File: config.mk
export PLATFORM = sky130hd
export DESIGN_NAME = shunting_yard_infix_to_postfix
export DESIGN_NICKNAME = d
export VERILOG_FILES = /design/src/design/syard_pkg.sv /design/src/design/shunting_yard_infix_to_postfix.sv /design/src/design/syard_front.sv /design/src/design/syard_queue.sv /design/src/design/syard_back.sv
export SDC_FILE = /design/constraint.sdc
export NUM_CORES = 1
export LEC_CHECK = 0
export BUFFER_PORTS_ARGS = -buffer_cell sky130_fd_sc_hd__buf_2
export CORE_UTILIZATION = 57
export DETAILED_ROUTE_END_ITERATION = 7
export PLACE_DENSITY = 0.83
export SLEW_MARGIN = 20
export SYNTH_ARGS = -nofsm -noshare
export SYNTH_HDL_FRONTEND = slang
export SYNTH_SLANG_ARGS = --single-unit
File: constraint.sdc
create_clock -name clk -period 8.7 [get_ports clk]
set_clock_uncertainty 0.05 [all_clocks]
set_input_delay 0.87 -clock clk [delete_from_list [all_inputs] [get_ports clk]]
set_output_delay 0.87 -clock clk [all_outputs]
set_load 0.03 [all_outputs]
File: src/design/syard_pkg.sv
// Types, codes and helper functions for the shunting-yard converter.
// Used by every module of the block; depends on nothing.
`timescale 1ns / 1ps
`default_nettype none

package syard_pkg;

	localparam logic [2:0] TOK_NUMBER = 3'd0;
	localparam logic [2:0] TOK_OPEN   = 3'd1;
	localparam logic [2:0] TOK_CLOSE  = 3'd2;
	localparam logic [2:0] TOK_OPER   = 3'd3;
	localparam logic [2:0] TOK_END    = 3'd4;

	localparam logic [2:0] OP_ADD     = 3'd0;
	localparam logic [2:0] OP_SUB     = 3'd1;
	localparam logic [2:0] OP_PERCENT = 3'd2;
	localparam logic [2:0] OP_MUL     = 3'd3;
	localparam logic [2:0] OP_DIV     = 3'd4;
	localparam logic [2:0] OP_RECIP   = 3'd5;
	localparam logic [2:0] OP_POWER   = 3'd6;
	localparam logic [2:0] PAREN_MARK = 3'd7;

	localparam logic [1:0] OUT_NUMBER = 2'd0;
	localparam logic [1:0] OUT_OPER   = 2'd1;
	localparam logic [1:0] OUT_END    = 2'd2;
	localparam logic [1:0] OUT_ERROR  = 2'd3;

	localparam logic [1:0] ERR_NONE      = 2'd0;
	localparam logic [1:0] ERR_UNMATCHED = 2'd1;
	localparam logic [1:0] ERR_OVERFLOW  = 2'd2;

	localparam int QUEUE_DEPTH = 2;
	localparam int QPW         = $clog2(QUEUE_DEPTH);
	localparam int QCW         = $clog2(QUEUE_DEPTH + 1);

	typedef struct packed {
		logic [2:0]  token_kind;
		logic [2:0]  operator_code;
		logic [63:0] number_bits;
	} tok_item_t;

	typedef struct packed {
		logic [1:0]  out_kind;
		logic [2:0]  out_operator;
		logic [63:0] out_number;
		logic [1:0]  error_code;
		logic        last_of_run;
	} res_item_t;

	typedef enum logic [2:0] {
		CMD_NUMBER,
		CMD_OPEN,
		CMD_CLOSE,
		CMD_OPER,
		CMD_END
	} cmd_kind_t;

	typedef struct packed {
		cmd_kind_t   kind;
		logic [2:0]  op;
		logic [1:0]  prec;
		logic [63:0] number;
	} cmd_t;

	function automatic logic [1:0] prec_of(input logic [2:0] code);
		logic [1:0] p;
		case (code)
			OP_ADD, OP_SUB, OP_PERCENT: p = 2'd1;
			OP_MUL, OP_DIV:             p = 2'd2;
			OP_POWER:                   p = 2'd3;
			default:                    p = 2'd0;
		endcase
		return p;
	endfunction

endpackage

`default_nettype wire

File: src/design/shunting_yard_infix_to_postfix.sv
// Shunting-yard infix to postfix converter, top level.
// Depends on syard_pkg, syard_front, syard_queue and syard_back.
//
// Infix tokens enter on tok (tok_valid / tok_stall); postfix items leave on res
// (res_valid / res_stall). A request moves when valid is high and stall is low.
// Numbers pass through unchanged; operators and open parens wait on an operator
// stack of STACK_DEPTH entries. The last item caused by a token has last_of_run set.
// Unknown token kinds and operator codes are dropped with no result.
// With the engine idle, a token's first result passes through the command queue and
// the result register before it appears on res.
// The stack engine does one stack push or pop at a time. An operator first pops each
// stacked operator of equal or higher precedence and is then pushed; a close paren
// pops operators up to and including its open paren; end pops every stacked entry.
// A two-entry command queue decouples the token input from the engine; tok_stall
// rises only when that queue is full.
// A stalled result holds res and halts the engine; the queue then fills and stalls the
// input. Reset clears the queue, the stack count and the result valid flag; there is
// no clearing pass, so tokens are taken as soon as reset is released.
`timescale 1ns / 1ps
`default_nettype none

module shunting_yard_infix_to_postfix
	import syard_pkg::*;
#(
	parameter int STACK_DEPTH = 16
) (
	input  wire logic      clk,
	input  wire logic      arst_n,
	input  wire logic      tok_valid,
	output logic           tok_stall,
	input  wire tok_item_t tok,
	output logic           res_valid,
	input  wire logic      res_stall,
	output res_item_t      res
);

	logic wr_valid;
	cmd_t wr_cmd;
	logic q_full;
	logic head_valid;
	cmd_t head;
	logic rd_pop;

	syard_front u_front (
		.tok_valid (tok_valid),
		.tok_stall (tok_stall),
		.tok       (tok),
		.wr_valid  (wr_valid),
		.wr_cmd    (wr_cmd),
		.q_full    (q_full)
	);

	syard_queue u_queue (
		.clk        (clk),
		.arst_n     (arst_n),
		.wr_valid   (wr_valid),
		.wr_cmd     (wr_cmd),
		.full       (q_full),
		.head_valid (head_valid),
		.head       (head),
		.rd_pop     (rd_pop)
	);

	syard_back #(
		.STACK_DEPTH (STACK_DEPTH)
	) u_back (
		.clk        (clk),
		.arst_n     (arst_n),
		.head_valid (head_valid),
		.head       (head),
		.rd_pop     (rd_pop),
		.res_valid  (res_valid),
		.res_stall  (res_stall),
		.res        (res)
	);

endmodule

`default_nettype wire

File: src/design/syard_front.sv
// Front end: accepts infix tokens, drops unknown ones and turns the rest into commands.
// Depends on syard_pkg; feeds syard_queue.
`timescale 1ns / 1ps
`default_nettype none

module syard_front
	import syard_pkg::*;
(
	input  wire logic      tok_valid,
	output logic           tok_stall,
	input  wire tok_item_t tok,
	output logic           wr_valid,
	output cmd_t           wr_cmd,
	input  wire logic      q_full
);

	logic known;

	always_comb begin
		known         = 1'b1;
		wr_cmd.kind   = CMD_NUMBER;
		wr_cmd.op     = tok.operator_code;
		wr_cmd.prec   = prec_of(tok.operator_code);
		wr_cmd.number = tok.number_bits;
		case (tok.token_kind)
			TOK_NUMBER: wr_cmd.kind = CMD_NUMBER;
			TOK_OPEN:   wr_cmd.kind = CMD_OPEN;
			TOK_CLOSE:  wr_cmd.kind = CMD_CLOSE;
			TOK_OPER: begin
				wr_cmd.kind = CMD_OPER;
				known       = tok.operator_code inside {[OP_ADD:OP_POWER]};
			end
			TOK_END:    wr_cmd.kind = CMD_END;
			default:    known = 1'b0;
		endcase
	end

	// hold the sender while the queue has no room
	assign tok_stall = q_full;
	assign wr_valid  = tok_valid && known && !q_full;

endmodule

`default_nettype wire

File: src/design/syard_queue.sv
// Short command queue between the token front end and the stack engine.
// Depends on syard_pkg.
`timescale 1ns / 1ps
`default_nettype none

module syard_queue
	import syard_pkg::*;
(
	input  wire logic clk,
	input  wire logic arst_n,
	input  wire logic wr_valid,
	input  wire cmd_t wr_cmd,
	output logic      full,
	output logic      head_valid,
	output cmd_t      head,
	input  wire logic rd_pop
);

	cmd_t             slot_q [QUEUE_DEPTH];
	logic [QPW-1:0]   wr_ptr_q;
	logic [QPW-1:0]   rd_ptr_q;
	logic [QCW-1:0]   cnt_q;
	logic             do_wr;
	logic             do_rd;

	assign full       = cnt_q == QCW'(QUEUE_DEPTH);
	assign head_valid = cnt_q != '0;
	assign head       = slot_q[rd_ptr_q];
	assign do_wr      = wr_valid && !full;
	assign do_rd      = rd_pop && head_valid;

	always_ff @(posedge clk) begin
		if (do_wr) begin
			slot_q[wr_ptr_q] <= wr_cmd;
		end
	end

	always_ff @(posedge clk or negedge arst_n) begin
		if (!arst_n) begin
			wr_ptr_q <= '0;
			rd_ptr_q <= '0;
			cnt_q    <= '0;
		end else begin
			if (do_wr) begin
				wr_ptr_q <= (wr_ptr_q == QPW'(QUEUE_DEPTH - 1)) ? '0 : wr_ptr_q + QPW'(1);
			end
			if (do_rd) begin
				rd_ptr_q <= (rd_ptr_q == QPW'(QUEUE_DEPTH - 1)) ? '0 : rd_ptr_q + QPW'(1);
			end
			case ({do_wr, do_rd})
				2'b10:   cnt_q <= cnt_q + QCW'(1);
				2'b01:   cnt_q <= cnt_q - QCW'(1);
				default: cnt_q <= cnt_q;
			endcase
		end
	end

endmodule

`default_nettype wire

File: src/design/syard_back.sv
// Back end: runs queued commands against the operator stack, one push or pop a cycle
// unless res stalls, and drives the registered result channel. Depends on syard_pkg.
`timescale 1ns / 1ps
`default_nettype none

module syard_back
	import syard_pkg::*;
#(
	parameter int STACK_DEPTH = 16
) (
	input  wire logic clk,
	input  wire logic arst_n,
	input  wire logic head_valid,
	input  wire cmd_t head,
	output logic      rd_pop,
	output logic      res_valid,
	input  wire logic res_stall,
	output res_item_t res
);

	localparam int CW    = $clog2(STACK_DEPTH + 1);
	localparam int AW    = $clog2(STACK_DEPTH);
	localparam int MEM_N = 1 << AW;

	logic [2:0]    mem [MEM_N];
	logic [2:0]    top_q;
	logic [2:0]    rd_q;
	logic [CW-1:0] cnt_q;
	res_item_t     res_q;
	logic          res_valid_q;

	logic          out_free;
	logic          go;
	logic          emit;
	logic          push;
	logic          pop;
	logic          done;
	logic [2:0]    push_val;
	res_item_t     item;
	logic          has_top;
	logic          has_next;
	logic          full;
	logic [AW-1:0] wr_addr;
	logic [AW-1:0] rd_addr;

	assign out_free = !res_valid_q || !res_stall;
	assign go       = head_valid && out_free;
	assign has_top  = cnt_q != '0;
	assign has_next = cnt_q >= CW'(2);
	assign full     = cnt_q == CW'(STACK_DEPTH);
	assign wr_addr  = AW'(cnt_q - CW'(1));
	assign rd_addr  = AW'(cnt_q - CW'(3));

	always_comb begin
		emit     = 1'b0;
		push     = 1'b0;
		pop      = 1'b0;
		done     = 1'b0;
		push_val = PAREN_MARK;
		item     = '{out_kind: OUT_OPER, out_operator: top_q, out_number: '0,
			error_code: ERR_NONE, last_of_run: 1'b0};
		if (go) begin
			case (head.kind)
				CMD_NUMBER: begin
					emit = 1'b1;
					done = 1'b1;
					item = '{out_kind: OUT_NUMBER, out_operator: '0,
						out_number: head.number, error_code: ERR_NONE, last_of_run: 1'b1};
				end
				CMD_OPEN: begin
					done = 1'b1;
					if (full) begin
						emit = 1'b1;
						item = '{out_kind: OUT_ERROR, out_operator: '0, out_number: '0,
							error_code: ERR_OVERFLOW, last_of_run: 1'b1};
					end else begin
						push = 1'b1;
					end
				end
				CMD_CLOSE: begin
					if (!has_top) begin
						emit = 1'b1;
						done = 1'b1;
						item = '{out_kind: OUT_ERROR, out_operator: '0, out_number: '0,
							error_code: ERR_UNMATCHED, last_of_run: 1'b1};
					end else if (top_q == PAREN_MARK) begin
						pop  = 1'b1;
						done = 1'b1;
					end else begin
						emit = 1'b1;
						pop  = 1'b1;
						item.last_of_run = has_next && rd_q == PAREN_MARK;
					end
				end
				CMD_OPER: begin
					if (has_top && top_q != PAREN_MARK && prec_of(top_q) >= head.prec) begin
						emit = 1'b1;
						pop  = 1'b1;
						item.last_of_run = !(has_next && rd_q != PAREN_MARK &&
							prec_of(rd_q) >= head.prec);
					end else if (full) begin
						emit = 1'b1;
						done = 1'b1;
						item = '{out_kind: OUT_ERROR, out_operator: '0, out_number: '0,
							error_code: ERR_OVERFLOW, last_of_run: 1'b1};
					end else begin
						push     = 1'b1;
						push_val = head.op;
						done     = 1'b1;
					end
				end
				CMD_END: begin
					if (!has_top) begin
						emit = 1'b1;
						done = 1'b1;
						item = '{out_kind: OUT_END, out_operator: '0, out_number: '0,
							error_code: ERR_NONE, last_of_run: 1'b1};
					end else begin
						pop  = 1'b1;
						emit = top_q != PAREN_MARK;
					end
				end
				default: done = 1'b1;
			endcase
		end
	end

	assign rd_pop = done;

	// spill the old top below on push, refill it from the prefetched entry on pop
	always_ff @(posedge clk) begin
		if (push) begin
			top_q <= push_val;
			if (has_top) begin
				mem[wr_addr] <= top_q;
				rd_q         <= top_q;
			end
		end else if (pop) begin
			top_q <= rd_q;
			rd_q  <= mem[rd_addr];
		end
	end

	always_ff @(posedge clk or negedge arst_n) begin
		if (!arst_n) begin
			cnt_q <= '0;
		end else if (push) begin
			cnt_q <= cnt_q + CW'(1);
		end else if (pop) begin
			cnt_q <= cnt_q - CW'(1);
		end
	end

	always_ff @(posedge clk or negedge arst_n) begin
		if (!arst_n) begin
			res_valid_q <= 1'b0;
		end else if (out_free) begin
			res_valid_q <= emit;
		end
	end

	always_ff @(posedge clk) begin
		if (out_free && emit) begin
			res_q <= item;
		end
	end

	assign res_valid = res_valid_q;
	assign res       = res_q;

`ifndef SYNTH
	a_cnt_bound: assert property (@(posedge clk) disable iff (!arst_n)
		cnt_q <= CW'(STACK_DEPTH))
		else $error("stack count beyond depth");

	a_cnt_step: assert property (@(posedge clk) disable iff (!arst_n)
		!(push && pop))
		else $error("push and pop in one cycle");

	a_err_code: assert property (@(posedge clk) disable iff (!arst_n)
		res_valid && res.out_kind == OUT_ERROR |-> res.error_code != ERR_NONE)
		else $error("error item without error code");

	a_end_last: assert property (@(posedge clk) disable iff (!arst_n)
		res_valid && (res.out_kind == OUT_END || res.out_kind == OUT_ERROR)
		|-> res.last_of_run)
		else $error("end or error item not last of run");

	a_no_step_stalled: assert property (@(posedge clk) disable iff (!arst_n)
		res_valid && res_stall |-> !emit)
		else $error("result produced while output stalled");
`endif

endmodule

`default_nettype wire
# Yosys cells after proc, flatten, opt, wreduce, memory -nomap -nowiden
# Memories as Yosys holds them, arrays and structs flattened.
# Index checks and enable logic that the tools add are counted.
# W data, S select, Z words.
word_totals:
  regBits: 88
  ram_bits: 192
  in_bits: 74
  n_memories: 2
classes:
  n_addsub: 7
  magnitude_cmp: 5
  n_eq_ne: 32
  n_mux: 58
  n_reduce_logical: 35
memory_table:
  columns: ["name", "words", "word_bits", "read_ports", "rd_ports_with_merged_regs", "write_ports", "line_no", "text"]
  rows:
  - ["u_queue.slot_q", 2, 72, 1, 0, 1, "syard_queue.sv:19", "cmd_t slot_q [QUEUE_DEPTH];"]
  - ["u_back.mem", 16, 3, 1, 0, 1, "syard_back.sv:25", "logic [2:0] mem [MEM_N];"]
op_table:
  columns: ["cell", "count"]
  rows:
  - ["$pmux W72 S5", 1]
  - ["$mux W72", 2]
  - ["$mux W71", 2]
  - ["$mux W70", 1]
  - ["$eq A3 B2 Y1 const B", 10]
  - ["$eq A3 B3 Y1 const B", 10]
  - ["$mux W3", 9]
  - ["$mux W1", 26]
  - ["$pmux W2 S3", 3]
  - ["$eq A3 B1 Y1 const B", 5]
  - ["$logic_not A3 Y1", 5]
  - ["$logic_and A1 B1 Y1", 12]
  - ["$pmux W3 S4", 1]
  - ["$mux W2", 5]
  - ["$mux W5", 2]
  - ["$reduce_or A3 Y1", 3]
  - ["$reduce_or A2 Y1", 4]
  - ["$ne A3 B3 Y1 const B", 2]
  - ["$pmux W1 S2", 3]
  - ["$reduce_bool A2 Y1", 3]
  - ["$add A5 B1 Y5 const B", 1]
  - ["$eq A5 B5 Y1 const B", 1]
  - ["$ge A5 B2 Y1 const B", 1]
  - ["$pmux W1 S5", 1]
  - ["18 further kinds", 24]

# Longest topological paths before layout
# Gate-level depths: netlist (run 1).
depth:
  ltp_word: 16
  depth_mapped: 13
  ltp_nobuf: 11

# Modules after synthesis
# From an unflattened synthesis (run 1), not the netlist that was laid out.
unflattened:
  hier_cells: 706
  area_unflattened_um2: 11966.5
modules_own_cells:
  columns: ["mod", "n_inst", "cells_per_inst", "area_each_um2"]
  rows:
  - ["syard_back", 1, 386, 5703.0]
  - ["syard_queue", 1, 242, 5683.0]
  - ["syard_front", 1, 78, 580.6]

# Worst setup path after synthesis (run 1)
# Ideal clock, no wire load.
synth_timing:
  path_type: "register -> register"
  start: "register u_queue.rd_ptr_q"
  end: "register u_back.res_q (netlist bit u_back.res[0]) (enable)"
  t_arrival_ns: 5.729
  path_slack_ns: 2.393
  stages_incl_launch_ff: 11
  path_buffers: 3
  path_cell_list: "dfrtp_1 > buf_6 > buf_6 > clkbuf_1 > mux2_2 > ha_1 > nand2b_1 > a21oi_1 > nor3_1 > o22ai_1 > a21oi_1"
synth_via:
  elab_chain_cells: 7
  word_cells_on_any_way: 12
synth_lines:
  columns: ["item", "line_no", "text"]
  rows:
  - ["start, declared", "syard_queue.sv:21", "logic [QPW-1:0] rd_ptr_q;"]
  - ["start signal, assigned", "syard_queue.sv:48", "rd_ptr_q <= (rd_ptr_q == QPW'(QUEUE_DEPTH - 1)) ? '0 : rd_ptr_q + QPW'(1);"]
  - ["$mem_v2 Z2 W72 (*)", null, null]
  - ["$ge A2 B2 Y1", "syard_back.sv:96", "if (has_top && top_q != PAREN_MARK && prec_of(top_q) >= head.prec) begin"]
  - ["$logic_and A1 B1 Y1", "syard_back.sv:96", null]
  - ["$mux W1", "syard_back.sv:96", null]
  - ["$pmux W1 S5 (*)", "syard_back.sv:63", "case (head.kind)"]
  - ["$mux W1 (*)", "syard_back.sv:62", "if (go) begin"]
  - ["$logic_and A1 B1 Y1 (*)", "syard_back.sv:163", "if (out_free && emit) begin"]
  - ["end signal, assigned", "syard_back.sv:164", "res_q <= item;"]
  - ["end, declared", "syard_back.sv:29", "res_item_t res_q;"]
# Mark *: on every way between the ends. The rest lies on a longest branch, timed or not.
# A chain may end at the register's enable or synchronous reset.

# Worst setup path after layout (run 1)
layout_timing:
  start: "register u_queue.rd_ptr_q"
  end: "register u_back.res_q (netlist bit u_back.res[18]) (enable)"
# Same word-level chain as after synthesis.

==> results.md, run 1 <==
* DP Worst Slack at roughly 4.3 ns
* Vias in the first global route at ~6,000
* Average instance area after synthesis at about 17 µm²
* Uppermost metal layer occupied by signal nets: met5
* Pin count of the biggest net entering global routing at 73
* Floorplan die area at 19,700 µm²
* Cell occurring most often along the worst timing path: buf_4
* Max-Cap Viols at 0
* Library cell occupying the most area in the post-synthesis netlist: edfxtp_1
* Post-DR vias/cell at between 5 and 6
* Data required time of the worst path at between 8 and 9 ns
* Number of clock sinks at 280
* Total congestion overflow at 0
* Clock latency reported for the late side of the worst-skew pair at 0.52 ns
* Post-synth ARST share at 0.0357
* Startpoint class of the critical path: register
* Path category of the worst min-delay check: in2async
* Gpl congestion at 0.844
* Number of enable-type register cells in the synthesized netlist at 270
* Core ar. at 18,700 µm²
* CTS buffer count at 27
* Antenna violations before repair at 3
* Number of placement rows at 50
* Final critical-path share of the clock period at 0.513
* Crit-path slowest cell: buf_4
* Post-route met1 wirelength at approximately 8 mm
* Nature of the critical path endpoint: register
* Relative slew slack at 0.340
* Horizontal die dimension at ~140 µm
* Post-CTS setup repair buffer count at 0
* Final Core Density at 0.685
* H-Tree Depth at 1
* First-pass GRT wire length at 31.6 mm
* Static leakage power at 4.75 nW
* Flip-flop and latch count after synthesis at 280
* IO Pins at between 100 and 150
* Post-Syn Area at 10,900 µm²
* Measured slew at the worst slew-check pin at around 1 ns
* Max rail drop VDD at between 0.2 and 0.3 mV
* Critical Setup Path Class: reg2reg
* Ranking of synthesized cells by instance count: 270 x edfxtp_1, 85 x nor2_1, 74 x mux2i_1, 19 x nand2_1, 16 x and2_1
* Clock tree from TritonCTS: built
* Count of synthesis-stage warnings from yosys at 0
* Dominant cells by area after synthesis: edfxtp_1 74%, mux2i_1 6.8%, mux4_2 3.1%
* Final slew viol count at 0
* Post-layout nets at approximately 870
* Status: completed
* Number of design rule violations left after detail routing at 0
* All-layer global routing usage at 0.209
* Final wirelength at 20.4 mm
* Routed wl met3 at 1.48 mm
* Final hold violations at 0
* Fraction of layout cells with a size suffix above 1 at 0.277
* Post-CTS clock slew at the launch and capture registers of the worst setup and hold paths at about 0.07 ns
* CP max FO at 57
* Number of nets produced by synthesis at just over 700
* Number of distinct library cells after synthesis at 46
* Synthesis-to-layout area growth at 17.5%
* Gate Count Post-Synth at 628
* Final number of setup-violating endpoints at 0
* Maximum count of clock buffers along a single path at 3
* Unrepaired setup endpoints after global routing: no
* Clock period minus worst slack at approximately 4.5 ns
* Slowest Stage Delay on Critical Path at roughly 0.8 ns
* Via count at 5,850
* Area share of the largest cell type after synthesis at 0.743
* TNS Setup at 0 ns
* Number of buffers added to fix hold violations after cts at 0
* DRC marker count from the first detailed-route iteration at around 360
* Router iterations before antenna repair at 6
* Vertical die dimension at between 100 and 150 µm
* Min setup slack post-route at approximately 4.2 ns
* Routed length per instance at slightly below 20 µm
* PnR Total Power at around 0.0048 W
* Detailed placer's ending HPWL at about 13 mm
* DRT antenna net count at 0
* Seq/Total Area, Yosys at 0.766
* Met2 Routed Length at 10.8 mm
* Starting density of the core at 0.583
* Root Driver: clkbuf_16
* Port buffer count at roughly 150
* Prevailing post-synth register cell: edfxtp_1
* Ordered cell list for the critical path: buf_4 > mux2i_1 > ha_1 > a21oi_1 > nor3_1 > o22ai_1 > a21oi_4 > buf_4
* Maximum clock frequency at about 0.22 GHz
* Power per Cell Area at between 300 and 400 nW/µm²
* Post-cts gate resize count at 0
* Dominant cell by count in the synthesized netlist: edfxtp_1
* Arrival @ worst endpoint at between 4 and 5 ns
[layout by cell type (no fill, tap or decap), drive strengths merged, types with 2 or more instances in the layout]
cell type,instances
o21ai,9
nor3,11
mux2,4
mux2i,75
ha,10
a32oi,3
dfrtp,10
clkbuf,29
buf,152
nor2b,7
clkinvlp,2
and2,16
a21o,2
a21oi,14
nor4b,2
nor2,85
mux4,15
edfxtp,270
nand3,4
xor2,5
clkinv,12
or2,3
a22oi,2
xnor2,11
bufinv,5
inv,7
nand2b,3
nand2,20
and3,4
o211ai,4
[final timing paths]
path                                         startpoint                            to  slack, ns  cells past startpoint
max                        u_queue.rd_ptr_q$_DFFE_PN0P_  u_back.res[18]$_SDFFCE_PN0P_       4.23                      8
min                                              arst_n  u_queue.wr_ptr_q$_DFFE_PN0P_       0.16                      1
max reg2reg                u_queue.rd_ptr_q$_DFFE_PN0P_  u_back.res[18]$_SDFFCE_PN0P_       4.23                      8
min reg2reg                u_back.res_valid$_DFFE_PN0N_  u_back.res_valid$_DFFE_PN0N_       0.49                      1
max in group asynchronous                        arst_n  u_queue.rd_ptr_q$_DFFE_PN0P_       8.21                      1
min in group clk           u_back.res_valid$_DFFE_PN0N_  u_back.res_valid$_DFFE_PN0N_       0.49                      1
[sequential cells by signal (all words and copies together) (netlist names)]
name	flops
u_back.top_q	3
u_back.cnt_q	5
u_queue.wr_ptr_q	1
u_queue.slot_q	144
u_back.res	72
u_queue.cnt_q	2
u_queue.rd_ptr_q	1
u_back.mem	48
u_back.res_valid	1
u_back.rd_q	3
[critical path, delay by kind of cell, from the launching register on]
kind                       cells  cell delay, ns
and+or+nand+nor                1            0.25
adders and majority gates      1            0.35
AOI/OAI and AO/OA              3            0.92
DFF                            1            0.66
buffers and inverters          2            1.49
muxes                          1            0.25
[layout make-up]
class | count | area [µm²]
Sequential cell | 280 | 8360
Fill cell | 1201 | 5890
Multi-Input combinational cell | 321 | 2450
Timing Repair Buffer | 152 | 773
Clock buffer | 29 | 683
Tap cell | 234 | 293
Clock inverter | 21 | 233
Inverter | 5 | 18.8
Antenna cell | 1 | 2.50
[power breakdown]
group          switching [W]  internal (W)
Combinational       0.000980      0.000537
Clock               0.000476      0.000716
Sequential          0.000203       0.00191
[per-stage QoR]
stage / cells / hold WS, ns / cell area, µm²
floorplan: 628 / 0.418 / 10900
global route: 1042 / 0.157 / 12800
global placement: 992 / 0.444 / 11900
finish: 1043 / 0.159 / 12800
CTS: 1042 / 0.144 / 12800
detailed placement: 992 / 0.471 / 11900
[routing by layer]
metal  vias to the layer above  track usage
met5                         -            0
met4                         4       0.0561
met3                        32       0.0554
met2                       183        0.374
met1                      2922        0.252
li1                       2709            -
[logic make-up (layout without fill, tap and decap cells)]
group / Yosys count / count (layout) / share of synthesized area
and+or+nand+nor: 161 / 161 / 0.0695
buffers and inverters: 27 / 207 / 0.0119
DFF: 280 / 280 / 0.766
other: 0 / 1 / 0
adders and majority gates: 10 / 10 / 0.0115
xor gates and xnor gates: 16 / 16 / 0.0128
AOI/OAI and AO/OA: 40 / 40 / 0.0233
muxes: 94 / 94 / 0.105
Note: power is estimated with default switching activity, not from simulation.
==> inputs of run 2 (changes only) <==
==> constraint.sdc (replaced) <==
create_clock -name clk -period 4.4 [get_ports clk]
set_clock_uncertainty 0.05 [all_clocks]
set_input_delay 0.44 -clock clk [delete_from_list [all_inputs] [get_ports clk]]
set_output_delay 0.44 -clock clk [all_outputs]
set_load 0.03 [all_outputs]
==> run 2 against run 1 <==
Flip-flop and latch count unchanged. Sequential power increased by 98%. Global-route usage is essentially flat. Via count up 1.1%. Non-clock buffer count rose by 3. Final cell count shrank 0.29%. Wire length decreased by 0.25%. Clock-buffer cell count is 6 higher. Clock power grew 70%.
==> results.md, run 2 (synthesized netlist as in run 1, its figures left out) <==
* Status: completed
* Multi-input gate area in the final layout at roughly 2500 µm²
* Hold path startpoint: tok[50]
* Synthesis-to-layout area growth at 16.3%
* Vertical die dimension at approximately 140 µm
* DRT antenna net count at 0
* Clock period minus worst slack at ~3.4 ns
* Reg-to-reg critical path startpoint: u_back.cnt_q[1]$_DFFE_PN0P_
* Via count at around 5,900
* Static leakage power at between 4 and 5 nW
* Worst hold-check slack at 0.0562 ns
* Startpoint class of the critical path: register
* Number of cells on the worst reg-to-reg path at 8
* Unrepaired setup endpoints after global routing: no
* Antenna violations before repair at 3
* Final critical-path share of the clock period at 0.766
* Min-Delay Path Depth at 1
* Router iterations before antenna repair at 7
* Gpl congestion at approximately 0.9
* Number of design rule violations left after detail routing at 0
* CTS buffer count at 27
* CP max FO at 11
* TNS Setup at 0 ns
* IO Pins at around 150
* Nature of the critical path endpoint: register
* Maximum count of clock buffers along a single path at 3
* Final Core Density at 0.679
* Final slew viol count at 0
* Port buffer count at roughly 150
* Measured slew at the worst slew-check pin at 1.00 ns
* Post-CTS setup repair buffer count at 0
* Arrival @ worst endpoint at between 3 and 4 ns
* Number of buffers added to fix hold violations after cts at 1
* Relative slew slack at 0.329
* Post-CTS clock slew at the launch and capture registers of the worst setup and hold paths at roughly 0.060 ns
* Maximum clock frequency at 0.297 GHz
* Max-Cap Viols at 0
* Clock latency reported for the late side of the worst-skew pair at between 0.5 and 0.6 ns
* Power per Cell Area at ~730 nW/µm²
* Most frequent cells in the layout: 270 x edfxtp_1, 147 x buf_2, 83 x nor2_1
* Slowest Stage Delay on Critical Path at 0.78 ns
* DRC marker count from the first detailed-route iteration at between 400 and 500
* Flip-flop count of the largest register after layout at 144
* Max rail drop VDD at about 0.46 mV
* Floorplan die area at slightly below 20,000 µm²
* Ordered cell list for the critical path: inv_1 > ha_1 > nor4b_2 > nor2b_1 > a21oi_1 > o21ai_1 > nor3_1 > and2_1
* Critical Setup Path Class: reg2reg
* Internal reg-to-reg setup slack at a little over 1 ns
* Biggest register: u_queue.slot_q
* Destination of the worst register-to-register timing path: u_back.mem[8][2]$_DFFE_PP_
* Hold-critical path endpoint: u_queue.slot_q[1][50]$_DFFE_PP_
* Leading cell type in the layout, fill and taps excluded: edfxtp_1
* Root Driver: clkbuf_16
* Path category of the worst min-delay check: in2reg
* Clock tree from TritonCTS: built
* Placed Cells at just under 1,000
* H-Tree Depth at 1
* Vias in the first global route at between 6,000 and 7,000
* Post-layout nets at about 870
* FF+latch area at around 8400 µm²
* Data required time of the worst path at about 4.6 ns
* Horizontal die dimension at ~140 µm
* Final wirelength at between 20 and 25 mm
* Number of placement rows at 50
* Dpl cell area at between 10,000 and 15,000 µm²
* Total congestion overflow at 0
* Fraction of layout cells with a size suffix above 1 at 0.272
* Post-cts gate resize count at 0
* Non-filler cells, final at 1,040
* Crit-path slowest cell: nor4b_2
* Number of clock sinks at 280
* First-pass GRT wire length at roughly 32 mm
* Final cell area excluding filler cells at around 13,000 µm²
* Routed length per instance at about 20 µm
* Detailed placer's ending HPWL at roughly 13 mm
* Starting density of the core at 0.583
* # fillers at approximately 1,200
* All-layer global routing usage at 0.209
* Pin count of the biggest net entering global routing at 73
* Core ar. at roughly 19,000 µm²
* Final number of setup-violating endpoints at 0
* Final hold violations at 0
* Post-DR vias/cell at approximately 5.7
-- run 2: cell count changes in the layout (fill, tap and decap cells not counted), sizes merged --
| cell | previous run | this run |
|---|---|---|
| buf | 152 | 154 |
| bufinv | 5 | 0 |
| clkbuf | 29 | 35 |
| clkinv | 12 | 6 |
| clkinvlp | 2 | 0 |
| diode | 1 | 2 |
| dlygate4sd3 | 0 | 1 |
-- run 2: area by class of cell --
type / instances / share of cell area
sequential: 280 / 0.659
clock inverter: 8 / 0.00355
tap: 234 / 0.0231
timing repair buffer: 155 / 0.0639
inverter: 5 / 0.00148
antenna: 2 / 0.000394
multi-input combinational: 321 / 0.193
clock buffer: 35 / 0.0556
-- run 2: worst max-delay path by stage --
stage | cells past startpoint | startpoint | end | slack [ns]
final | 8 | u_back.cnt_q[1]$_DFFE_PN0P_ | u_back.mem[8][2]$_DFFE_PP_ | 1.03
after global routing | 8 | u_back.cnt_q[1]$_DFFE_PN0P_ | u_back.mem[3][0]$_DFFE_PP_ | 0.80
after CTS | 8 | u_queue.rd_ptr_q$_DFFE_PN0P_ | u_back.res[34]$_SDFFCE_PN0P_ | 1.07
after detailed placement | 8 | u_queue.rd_ptr_q$_DFFE_PN0P_ | u_back.res[31]$_SDFFCE_PN0P_ | 1.09
after global placement | 8 | u_queue.rd_ptr_q$_DFFE_PN0P_ | u_back.res[35]$_SDFFCE_PN0P_ | 1.17
after floorplan | 4 | u_queue.cnt_q[1]$_DFFE_PN0P_ | u_queue.slot_q[0][0]$_DFFE_PP_ | -0.13
-- run 2: power breakdown --
group / internal, W / switching, W
Sequential: 0.00377 / 0.000417
Combinational: 0.00108 / 0.00196
Clock: 0.00112 / 0.000899
-- run 2: routing by layer --
metal	vias to the layer above	track usage	routed length, µm
li1	2713	-	-
met1	2918	0.261	7990
met2	236	0.365	10400
met3	41	0.0516	1540
met4	4	0.0573	419
met5	-	0	27
-- run 2: stage by stage --
step                      total power, W  setup WS (ns)
after floorplan                  0.00638         -0.134
after global placement           0.00712           1.17
after detailed placement         0.00724           1.09
after CTS                        0.00928           1.07
after global routing             0.00964          0.798
final                            0.00924           1.03
-- run 2: critical path, delay by kind of cell, from the launching register on --
family	cells	cell delay (ns)
compound gates	2	0.45
fa+ha+maj	1	0.36
simple gates	4	1.59
flops	1	0.46
buf+inv	1	0.14
